File: config.mk
export PLATFORM = sky130hd
export DESIGN_NAME = touch_sample_qualifier_top
export DESIGN_NICKNAME = d
export VERILOG_FILES = /design/src/rtl/tsq_pkg.sv /design/src/rtl/tsq_ctrl.sv /design/src/rtl/tsq_datapath.sv /design/src/rtl/touch_sample_qualifier_top.sv
export SDC_FILE = /design/constraint.sdc
export NUM_CORES = 1
export LEC_CHECK = 0
export ABC_CLOCK_PERIOD_IN_PS = 17080
export BUFFER_PORTS_ARGS = -buffer_cell sky130_fd_sc_hd__buf_2
export CORE_ASPECT_RATIO = 1.5
export CORE_MARGIN = 10
export CORE_UTILIZATION = 60
export CTS_CLUSTER_SIZE = 28
export DETAILED_ROUTE_END_ITERATION = 10
export PLACE_DENSITY = 0.82
export SLEW_MARGIN = 20
export SYNTH_ARGS = -nofsm -noshare
export SYNTH_HDL_FRONTEND = slang
export SYNTH_HIERARCHICAL = 1
export SYNTH_SLANG_ARGS = --single-unit
File: constraint.sdc
create_clock -name clk -period 17.08 [get_ports clk]
set_input_delay 3.416 -clock clk [delete_from_list [all_inputs] [get_ports clk]]
set_output_delay 3.416 -clock clk [all_outputs]
set_load 0.01 [all_outputs]
File: src/rtl/tsq_pkg.sv
package tsq_pkg;

    // Width of the pressure window registers and of the pressure result
    localparam int PRESS_W = 16;

    // Width of the configuration register index
    localparam int CFG_IDX_W = 3;

    // Configuration register indexes
    localparam logic [CFG_IDX_W-1:0] REG_PEN_THRESHOLD = 3'd0;
    localparam logic [CFG_IDX_W-1:0] REG_X_JUMP_LIMIT  = 3'd1;
    localparam logic [CFG_IDX_W-1:0] REG_Y_JUMP_LIMIT  = 3'd2;
    localparam logic [CFG_IDX_W-1:0] REG_PRESSURE_LOW  = 3'd3;
    localparam logic [CFG_IDX_W-1:0] REG_PRESSURE_HIGH = 3'd4;

    // Reset values of the configuration registers
    localparam int PEN_THRESHOLD_RST = 50;
    localparam int X_JUMP_LIMIT_RST  = 500;
    localparam int Y_JUMP_LIMIT_RST  = 400;
    localparam int PRESSURE_LOW_RST  = 1000;
    localparam int PRESSURE_HIGH_RST = 6000;

    // Result item kinds
    localparam logic EVENT_POINT  = 1'b0;
    localparam logic EVENT_PEN_UP = 1'b1;

    // Commands from the controller to the datapath
    typedef struct packed {
        logic load;      // capture the input item
        logic qualify;   // pen and jump tests, position update, multiply
        logic div_step;  // one restoring division step
        logic emit;      // load the output registers
    } cmd_t;

    // Status from the datapath to the controller
    typedef struct packed {
        logic pen_down;
        logic jump;
        logic in_window;
    } status_t;

endpackage

File: src/rtl/tsq_ctrl.sv
module tsq_ctrl #(
    parameter int DIV_STEPS = 24
) (
    input  logic             clk,
    input  logic             rst_n,
    input  logic             in_valid,
    output logic             in_ready,
    output logic             out_valid,
    input  logic             out_ready,
    input  tsq_pkg::status_t status,
    output tsq_pkg::cmd_t    cmd
);

    localparam int CNT_W = $clog2(DIV_STEPS);

    typedef enum logic [2:0] {
        S_IDLE,
        S_QUAL,
        S_DIV,
        S_CHECK,
        S_EMIT
    } state_t;

    state_t           state_reg;
    state_t           state_next;
    logic [CNT_W-1:0] cnt_reg;
    logic [CNT_W-1:0] cnt_next;
    logic             out_valid_reg;
    logic             out_valid_next;
    logic             slot_free;

    // The output register is free when empty or being taken this cycle
    assign slot_free = !out_valid_reg || out_ready;

    assign in_ready  = (state_reg == S_IDLE);
    assign out_valid = out_valid_reg;

    // Decode commands from the state
    always_comb
    begin
        cmd          = '0;
        cmd.load     = (state_reg == S_IDLE) && in_valid;
        cmd.qualify  = (state_reg == S_QUAL);
        cmd.div_step = (state_reg == S_DIV);
        cmd.emit     = (state_reg == S_EMIT) && slot_free;
    end

    // Next state, step count and output valid
    always_comb
    begin
        state_next     = state_reg;
        cnt_next       = cnt_reg;
        out_valid_next = out_valid_reg;
        if (out_valid_reg && out_ready)
        begin
            out_valid_next = 1'b0;
        end
        case (state_reg)
            S_IDLE:
            begin
                if (in_valid)
                begin
                    state_next = S_QUAL;
                end
            end
            S_QUAL:
            begin
                cnt_next = '0;
                if (!status.pen_down)
                begin
                    state_next = S_EMIT;
                end
                else if (status.jump)
                begin
                    state_next = S_IDLE;
                end
                else
                begin
                    state_next = S_DIV;
                end
            end
            S_DIV:
            begin
                cnt_next = cnt_reg + 1'b1;
                if (cnt_reg == CNT_W'(DIV_STEPS - 1))
                begin
                    state_next = S_CHECK;
                end
            end
            S_CHECK:
            begin
                state_next = status.in_window ? S_EMIT : S_IDLE;
            end
            S_EMIT:
            begin
                if (slot_free)
                begin
                    out_valid_next = 1'b1;
                    state_next     = S_IDLE;
                end
            end
            default:
            begin
                state_next = S_IDLE;
            end
        endcase
    end

    // Hold state and registered outputs
    always_ff @(posedge clk or negedge rst_n)
    begin
        if (!rst_n)
        begin
            state_reg     <= S_IDLE;
            cnt_reg       <= '0;
            out_valid_reg <= 1'b0;
        end
        else
        begin
            state_reg     <= state_next;
            cnt_reg       <= cnt_next;
            out_valid_reg <= out_valid_next;
        end
    end

endmodule

File: src/rtl/tsq_datapath.sv
module tsq_datapath #(
    parameter int SAMPLE_BITS = 12
) (
    input  logic                          clk,
    input  logic                          rst_n,
    input  logic [SAMPLE_BITS-1:0]        cross_z1,
    input  logic [SAMPLE_BITS-1:0]        cross_z2,
    input  logic [SAMPLE_BITS-1:0]        pos_x,
    input  logic [SAMPLE_BITS-1:0]        pos_y,
    input  logic                          cfg_we,
    input  logic [tsq_pkg::CFG_IDX_W-1:0] cfg_index,
    input  logic [tsq_pkg::PRESS_W-1:0]   cfg_data,
    input  tsq_pkg::cmd_t                 cmd,
    output tsq_pkg::status_t              status,
    output logic                          event_kind,
    output logic [SAMPLE_BITS-1:0]        point_x,
    output logic [SAMPLE_BITS-1:0]        point_y,
    output logic [tsq_pkg::PRESS_W-1:0]   pressure
);

    localparam int SB = SAMPLE_BITS;
    localparam int QW = 2 * SAMPLE_BITS;
    localparam int SAMPLE_MAX = (1 << SAMPLE_BITS) - 1;
    // A limit above the largest difference never trips; saturate it
    localparam int X_LIM_RST = (tsq_pkg::X_JUMP_LIMIT_RST > SAMPLE_MAX) ?
                               SAMPLE_MAX : tsq_pkg::X_JUMP_LIMIT_RST;
    localparam int Y_LIM_RST = (tsq_pkg::Y_JUMP_LIMIT_RST > SAMPLE_MAX) ?
                               SAMPLE_MAX : tsq_pkg::Y_JUMP_LIMIT_RST;
    localparam int THR_RST   = (tsq_pkg::PEN_THRESHOLD_RST > SAMPLE_MAX) ?
                               SAMPLE_MAX : tsq_pkg::PEN_THRESHOLD_RST;

    // Configuration
    logic [SB-1:0]               pen_threshold_reg;
    logic [SB-1:0]               x_jump_limit_reg;
    logic [SB-1:0]               y_jump_limit_reg;
    logic [tsq_pkg::PRESS_W-1:0] pressure_low_reg;
    logic [tsq_pkg::PRESS_W-1:0] pressure_high_reg;

    // Captured item
    logic [SB-1:0] z1_reg;
    logic [SB-1:0] z2_reg;
    logic [SB-1:0] x_reg;
    logic [SB-1:0] y_reg;

    // Last position
    logic [SB-1:0] last_x_reg;
    logic [SB-1:0] last_y_reg;
    logic          last_x_valid_reg;
    logic          last_y_valid_reg;

    // Divider: dividend shifts out at the top while quotient bits shift in
    logic [QW-1:0] dq_reg;
    logic [SB-1:0] rem_reg;
    logic          pen_up_reg;

    // Output payload
    logic                        event_kind_reg;
    logic [SB-1:0]               point_x_reg;
    logic [SB-1:0]               point_y_reg;
    logic [tsq_pkg::PRESS_W-1:0] pressure_reg;

    logic          pen_down;
    logic [SB-1:0] dx;
    logic [SB-1:0] dy;
    logic          both_valid;
    logic          x_jump;
    logic          y_jump;
    logic [SB:0]   trial;
    logic          q_bit;
    logic [SB-1:0] rem_next;
    logic [QW-1:0] press;
    logic          in_window;

    // Pen and jump tests on the captured item
    assign pen_down   = (z1_reg > pen_threshold_reg) && (z2_reg > z1_reg);
    assign dx         = (x_reg > last_x_reg) ? (x_reg - last_x_reg) : (last_x_reg - x_reg);
    assign dy         = (y_reg > last_y_reg) ? (y_reg - last_y_reg) : (last_y_reg - y_reg);
    assign both_valid = last_x_valid_reg && last_y_valid_reg;
    assign x_jump     = both_valid && (dx > x_jump_limit_reg);
    assign y_jump     = both_valid && !x_jump && (dy > y_jump_limit_reg);

    // One restoring division step
    assign trial    = {rem_reg, dq_reg[QW-1]};
    assign q_bit    = (trial >= {1'b0, z1_reg});
    assign rem_next = q_bit ? SB'(trial - {1'b0, z1_reg}) : trial[SB-1:0];

    // Pressure window on the finished quotient
    assign press     = dq_reg - QW'(x_reg);
    assign in_window = (press > QW'(pressure_low_reg)) && (press < QW'(pressure_high_reg));

    assign status.pen_down  = pen_down;
    assign status.jump      = x_jump || y_jump;
    assign status.in_window = in_window;

    assign event_kind = event_kind_reg;
    assign point_x    = point_x_reg;
    assign point_y    = point_y_reg;
    assign pressure   = pressure_reg;

    // Configuration registers
    always_ff @(posedge clk or negedge rst_n)
    begin
        if (!rst_n)
        begin
            pen_threshold_reg <= SB'(THR_RST);
            x_jump_limit_reg  <= SB'(X_LIM_RST);
            y_jump_limit_reg  <= SB'(Y_LIM_RST);
            pressure_low_reg  <= tsq_pkg::PRESS_W'(tsq_pkg::PRESSURE_LOW_RST);
            pressure_high_reg <= tsq_pkg::PRESS_W'(tsq_pkg::PRESSURE_HIGH_RST);
        end
        else if (cfg_we)
        begin
            case (cfg_index)
                tsq_pkg::REG_PEN_THRESHOLD: pen_threshold_reg <= cfg_data[SB-1:0];
                tsq_pkg::REG_X_JUMP_LIMIT:  x_jump_limit_reg  <= cfg_data[SB-1:0];
                tsq_pkg::REG_Y_JUMP_LIMIT:  y_jump_limit_reg  <= cfg_data[SB-1:0];
                tsq_pkg::REG_PRESSURE_LOW:  pressure_low_reg  <= cfg_data;
                tsq_pkg::REG_PRESSURE_HIGH: pressure_high_reg <= cfg_data;
                default:
                begin
                end
            endcase
        end
    end

    // Last position tracking
    always_ff @(posedge clk or negedge rst_n)
    begin
        if (!rst_n)
        begin
            last_x_reg       <= '0;
            last_y_reg       <= '0;
            last_x_valid_reg <= 1'b0;
            last_y_valid_reg <= 1'b0;
        end
        else if (cmd.qualify)
        begin
            if (!pen_down)
            begin
                last_x_valid_reg <= 1'b0;
                last_y_valid_reg <= 1'b0;
            end
            else if (x_jump)
            begin
                last_x_valid_reg <= 1'b0;
            end
            else if (y_jump)
            begin
                last_y_valid_reg <= 1'b0;
            end
            else
            begin
                last_x_reg       <= x_reg;
                last_y_reg       <= y_reg;
                last_x_valid_reg <= 1'b1;
                last_y_valid_reg <= 1'b1;
            end
        end
    end

    // Capture the item, multiply, then divide one bit a cycle, and load the output registers
    always_ff @(posedge clk)
    begin
        if (cmd.load)
        begin
            z1_reg <= cross_z1;
            z2_reg <= cross_z2;
            x_reg  <= pos_x;
            y_reg  <= pos_y;
        end
        if (cmd.qualify)
        begin
            pen_up_reg <= !pen_down;
            dq_reg     <= x_reg * z2_reg;
            rem_reg    <= '0;
        end
        else if (cmd.div_step)
        begin
            dq_reg  <= {dq_reg[QW-2:0], q_bit};
            rem_reg <= rem_next;
        end
        if (cmd.emit)
        begin
            if (pen_up_reg)
            begin
                event_kind_reg <= tsq_pkg::EVENT_PEN_UP;
                point_x_reg    <= '0;
                point_y_reg    <= '0;
                pressure_reg   <= '0;
            end
            else
            begin
                event_kind_reg <= tsq_pkg::EVENT_POINT;
                point_x_reg    <= x_reg;
                point_y_reg    <= y_reg;
                pressure_reg   <= press[tsq_pkg::PRESS_W-1:0];
            end
        end
    end

endmodule

File: src/rtl/touch_sample_qualifier_top.sv
// A touch point passes the qualify state, the divider steps, the window check and the emit state
// after its item is taken; a pen-up event goes from qualify to emit, and a dropped sample frees
// the input from qualify. One item at a time: the restoring divider resolves one quotient bit per
// cycle; emit waits for a free output slot, and the next item may start while a result waits.
// Reset (rst_n, asynchronous, active low): configuration to its defaults, last position
// cleared and invalid, no result pending.
module touch_sample_qualifier_top #(
    parameter int SAMPLE_BITS = 12
) (
    input  logic                          clk,
    input  logic                          rst_n,
    input  logic                          in_valid,
    output logic                          in_ready,
    input  logic [SAMPLE_BITS-1:0]        cross_z1,
    input  logic [SAMPLE_BITS-1:0]        cross_z2,
    input  logic [SAMPLE_BITS-1:0]        pos_x,
    input  logic [SAMPLE_BITS-1:0]        pos_y,
    output logic                          out_valid,
    input  logic                          out_ready,
    output logic                          event_kind,
    output logic [SAMPLE_BITS-1:0]        point_x,
    output logic [SAMPLE_BITS-1:0]        point_y,
    output logic [tsq_pkg::PRESS_W-1:0]   pressure,
    input  logic                          cfg_we,
    input  logic [tsq_pkg::CFG_IDX_W-1:0] cfg_index,
    input  logic [tsq_pkg::PRESS_W-1:0]   cfg_data
);

    tsq_pkg::cmd_t    cmd;
    tsq_pkg::status_t status;

    // Sequence one item at a time
    tsq_ctrl #(
        .DIV_STEPS (2 * SAMPLE_BITS)
    ) u_ctrl (
        .clk       (clk),
        .rst_n     (rst_n),
        .in_valid  (in_valid),
        .in_ready  (in_ready),
        .out_valid (out_valid),
        .out_ready (out_ready),
        .status    (status),
        .cmd       (cmd)
    );

    // Tests, position store, multiply, divide and output registers
    tsq_datapath #(
        .SAMPLE_BITS (SAMPLE_BITS)
    ) u_datapath (
        .clk        (clk),
        .rst_n      (rst_n),
        .cross_z1   (cross_z1),
        .cross_z2   (cross_z2),
        .pos_x      (pos_x),
        .pos_y      (pos_y),
        .cfg_we     (cfg_we),
        .cfg_index  (cfg_index),
        .cfg_data   (cfg_data),
        .cmd        (cmd),
        .status     (status),
        .event_kind (event_kind),
        .point_x    (point_x),
        .point_y    (point_y),
        .pressure   (pressure)
    );

    // A pen-up item carries no position or pressure
    a_pen_up_zero: assert property (@(posedge clk) disable iff (!rst_n)
        (out_valid && event_kind == tsq_pkg::EVENT_PEN_UP)
        |-> (point_x == '0 && point_y == '0 && pressure == '0))
        else $error("pen-up item with nonzero fields");

    // A touch point lies strictly inside the pressure window
    a_point_window: assert property (@(posedge clk) disable iff (!rst_n)
        (out_valid && event_kind == tsq_pkg::EVENT_POINT)
        |-> (pressure > u_datapath.pressure_low_reg && pressure < u_datapath.pressure_high_reg))
        else $error("touch point outside pressure window");

    // One item at a time: no new item right after one is taken
    a_one_at_a_time: assert property (@(posedge clk) disable iff (!rst_n)
        (in_valid && in_ready) |=> !in_ready)
        else $error("input ready right after accepting an item");

    // The output registers load only into a free slot
    a_emit_free: assert property (@(posedge clk) disable iff (!rst_n)
        cmd.emit |-> (!out_valid || out_ready))
        else $error("output overwritten before it was taken");

endmodule

==> run_results.csv <==
group,metric,value,unit
clocking,ctsResizeCount,0,
synth,synthCells,1871,
synth,synthFlopType,"edfxtp_1",
clocking,clkSlewWorstSetupHoldPaths,0.06,ns
floorplanning,start_util,60.7,%
floorplanning,die_y,234,um
timing,fmax,163,MHz
setup_path,required,17.49,ns
setup_path,arrival,6.55,ns
drt,ant_nets,0,
drt,wl_per_cell,19.6,um
placement,port-buffer-count,114,
global_routing,antenna_found_initial,0,
synth,synth-seq-area-share,34.2,%
setup_path,start_kind,"flop",
timing,maxSlewHeadroom,30.7,%
synth,synthArstFlopShare,45.0,%
synth,syn_area,18400,um2
timing,tns,0,ns
cells_and_area,finalNetCount,2352,
global_routing,grt_pass1_wl,75900,um
global_routing,grt_max_degree,73,
floorplanning,die_x,163,um
clocking,numCtsBuffers,25,
clocking,numClockSinks,229,
cells_and_area,diodes,0,
synth,synth-seq-cells,229,
cells_and_area,drive_above_1_share,11.8,%
clocking,clockBufferDepth,3,
timing,setup_viol,0,
timing,final.setup_skew,0.0117,ns
synth,avgSynthCellArea,9.81,um2
drt,vias,13926,
drt,first_pass_iters,5,
cells_and_area,largest_reg_flops,24,
run,maxCapViolCount,0,
placement,gp_congestion,0.938,
timing,finalMaxSlewViolations,0,
synth,synth_edf_count,114,
cells_and_area,syn2layout_area_growth,9.63,%
floorplanning,coreArea,30300,um2
timing,final.min_clock_period,6.14,ns
clocking,hold_buffers,0,
synth,synth_top_area_cell,"edfxtp_1",
synth,ys_types,86,
timing,tightest_slew,1.03,ns
synth,synth_common_cells,"284 x inv_1, 212 x ha_1, 189 x nand2_1, 114 x edfxtp_1, 106 x fa_1",
drt,dr.first_iter.drc_count,845,
global_routing,grt_use_total,24.9,%
global_routing,grt_pass1_vias,14793,
min_path,hp-class,"reg -> reg",
synth,synth_fp_nets,2261,
drt,routed_wl,46800,um
timing,hold_viol_final,0,
floorplanning,ios,115,
timing,min_period_over_period,35.9,%
timing,grt_setup_unrepaired,"false",
synth,synth_area_leaders,"edfxtp_1 19%, ha_1 14%, fa_1 12%",
clocking,postCtsSetupBuffers,0,
drt,vias_per_cell,5.85,
setup_path,crit_fanout,18,
floorplanning,rows,78,
clocking,clock_latency,0.53,ns
synth,yosys_warnings,6,
setup_path,critical_path_class,"reg -> reg",
clocking,clock-root-buffer,"clkbuf_16",
floorplanning,dieArea,38100,um2
synth,synth.most_common_cell,"inv_1",
status,outcome,"complete, no violations",
cells_and_area,fill_cells,2321,
synth,synth_top_area_share,18.6,%
clocking,cts_htree_levels,1,
setup_path,end_kind,"flop",
clocking,cts_tree,"done",
placement,place_hpwl,36700,um
global_routing,overflow,0,
drt,drc,0,
## critical path, cell delays in order, from the launching register on
cell and delay [ns]:
edfxtp_1 0.58, inv_1 0.17, ha_1 0.15, inv_1 0.06
fa_1 0.38, a21oi_1 0.20, o22a_1 0.22, a21oi_1 0.13
a221oi_1 0.41, a21oi_1 0.13, buf_4 0.22, nor2_1 0.11
a21oi_1 0.05, xnor2_1 0.18, ha_1 0.28, a21o_1 0.17
a21o_1 0.17, a21oi_1 0.14, nor2_1 0.05, a2111oi_0 0.50
o31ai_1 0.22, nor3_4 0.74, buf_4 0.39, mux2_1 0.35
## layer usage
layer	GRT usage, %	vias up	share of wire (%)	wire [um]
li1	-	6523	-	-
met1	26.8	6821	36	17100
met2	45.3	430	52	24200
met3	3.07	152	5.1	2360
met4	15.6	0	6.6	3100
met5	0	-	0	0
## metrics by stage
stage          setup slack [ns]  instances  utilization [%]  cell area, um2  hold slack [ns]
3_3_place_gp              11.11       2335             63.9           19300            0.453
5_1_grt                   10.35       2380             66.5           20100            0.515
4_1_cts                   10.98       2380             66.5           20100            0.487
3_5_place_dp              10.98       2335             63.9           19300            0.478
6_report                  10.94       2380             66.5           20100            0.484
2_1_floorplan             11.62       1871                -           18400            0.437
## final timing paths
path,from,end,slack (ns),cells after the start
max in group asynchronous,rst_n,u_ctrl/cnt_reg[3],12.96,2
min,u_datapath/last_y_valid_reg,u_datapath/last_y_valid_reg,0.48,1
min in group asynchronous,rst_n,u_datapath/last_y_reg[2],2.83,1
max,u_datapath/x_reg[0],u_datapath/last_y_reg[11],10.94,23
max reg2reg,u_datapath/x_reg[0],u_datapath/last_y_reg[11],10.94,23
min reg2reg,u_datapath/last_y_valid_reg,u_datapath/last_y_valid_reg,0.48,1
## logic make-up (layout without fill, tap and decap cells)
| kind of cell | after synthesis | after routing | share of synthesized area, % |
|---|---|---|---|
| AOI/OAI and AO/OA | 341 | 341 | 12.1 |
| xor gates and xnor gates | 55 | 55 | 2.62 |
| adders and majority gates | 319 | 319 | 26.1 |
| buffers and inverters | 352 | 461 | 7.33 |
| DFF | 229 | 229 | 34.2 |
| muxes | 78 | 78 | 4.53 |
| and+or+nand+nor | 497 | 497 | 13.2 |
## layout by cell type, fill, tap and decap left out, drive strengths merged, types with 23 or more instances in the layout
cell,instances
a21o,47
a21oi,80
and2,60
buf,129
clkbuf,35
dfrtp,78
dfstp,25
edfxtp,114
fa,106
ha,212
inv,288
mux2,41
mux2i,37
nand2,189
nand4,30
nor2,93
nor2b,36
nor3,28
o21ai,95
xnor2,32
xor2,23
## cell type report
| type | count | area (um2) | area share, % |
|---|---|---|---|
| multi-input cells | 1290 | 10800 | 53.6 |
| clock inverters | 10 | 88.8 | 0.441 |
| clock buffers | 35 | 714 | 3.55 |
| well taps | 400 | 500 | 2.49 |
| repair buffers | 129 | 686 | 3.41 |
| inverters | 287 | 1080 | 5.38 |
| flip-flops and latches | 229 | 6270 | 31.2 |
Power is not shown: default switching activity piles up to over one toggle a cycle in this logic, so the estimate is an artifact.
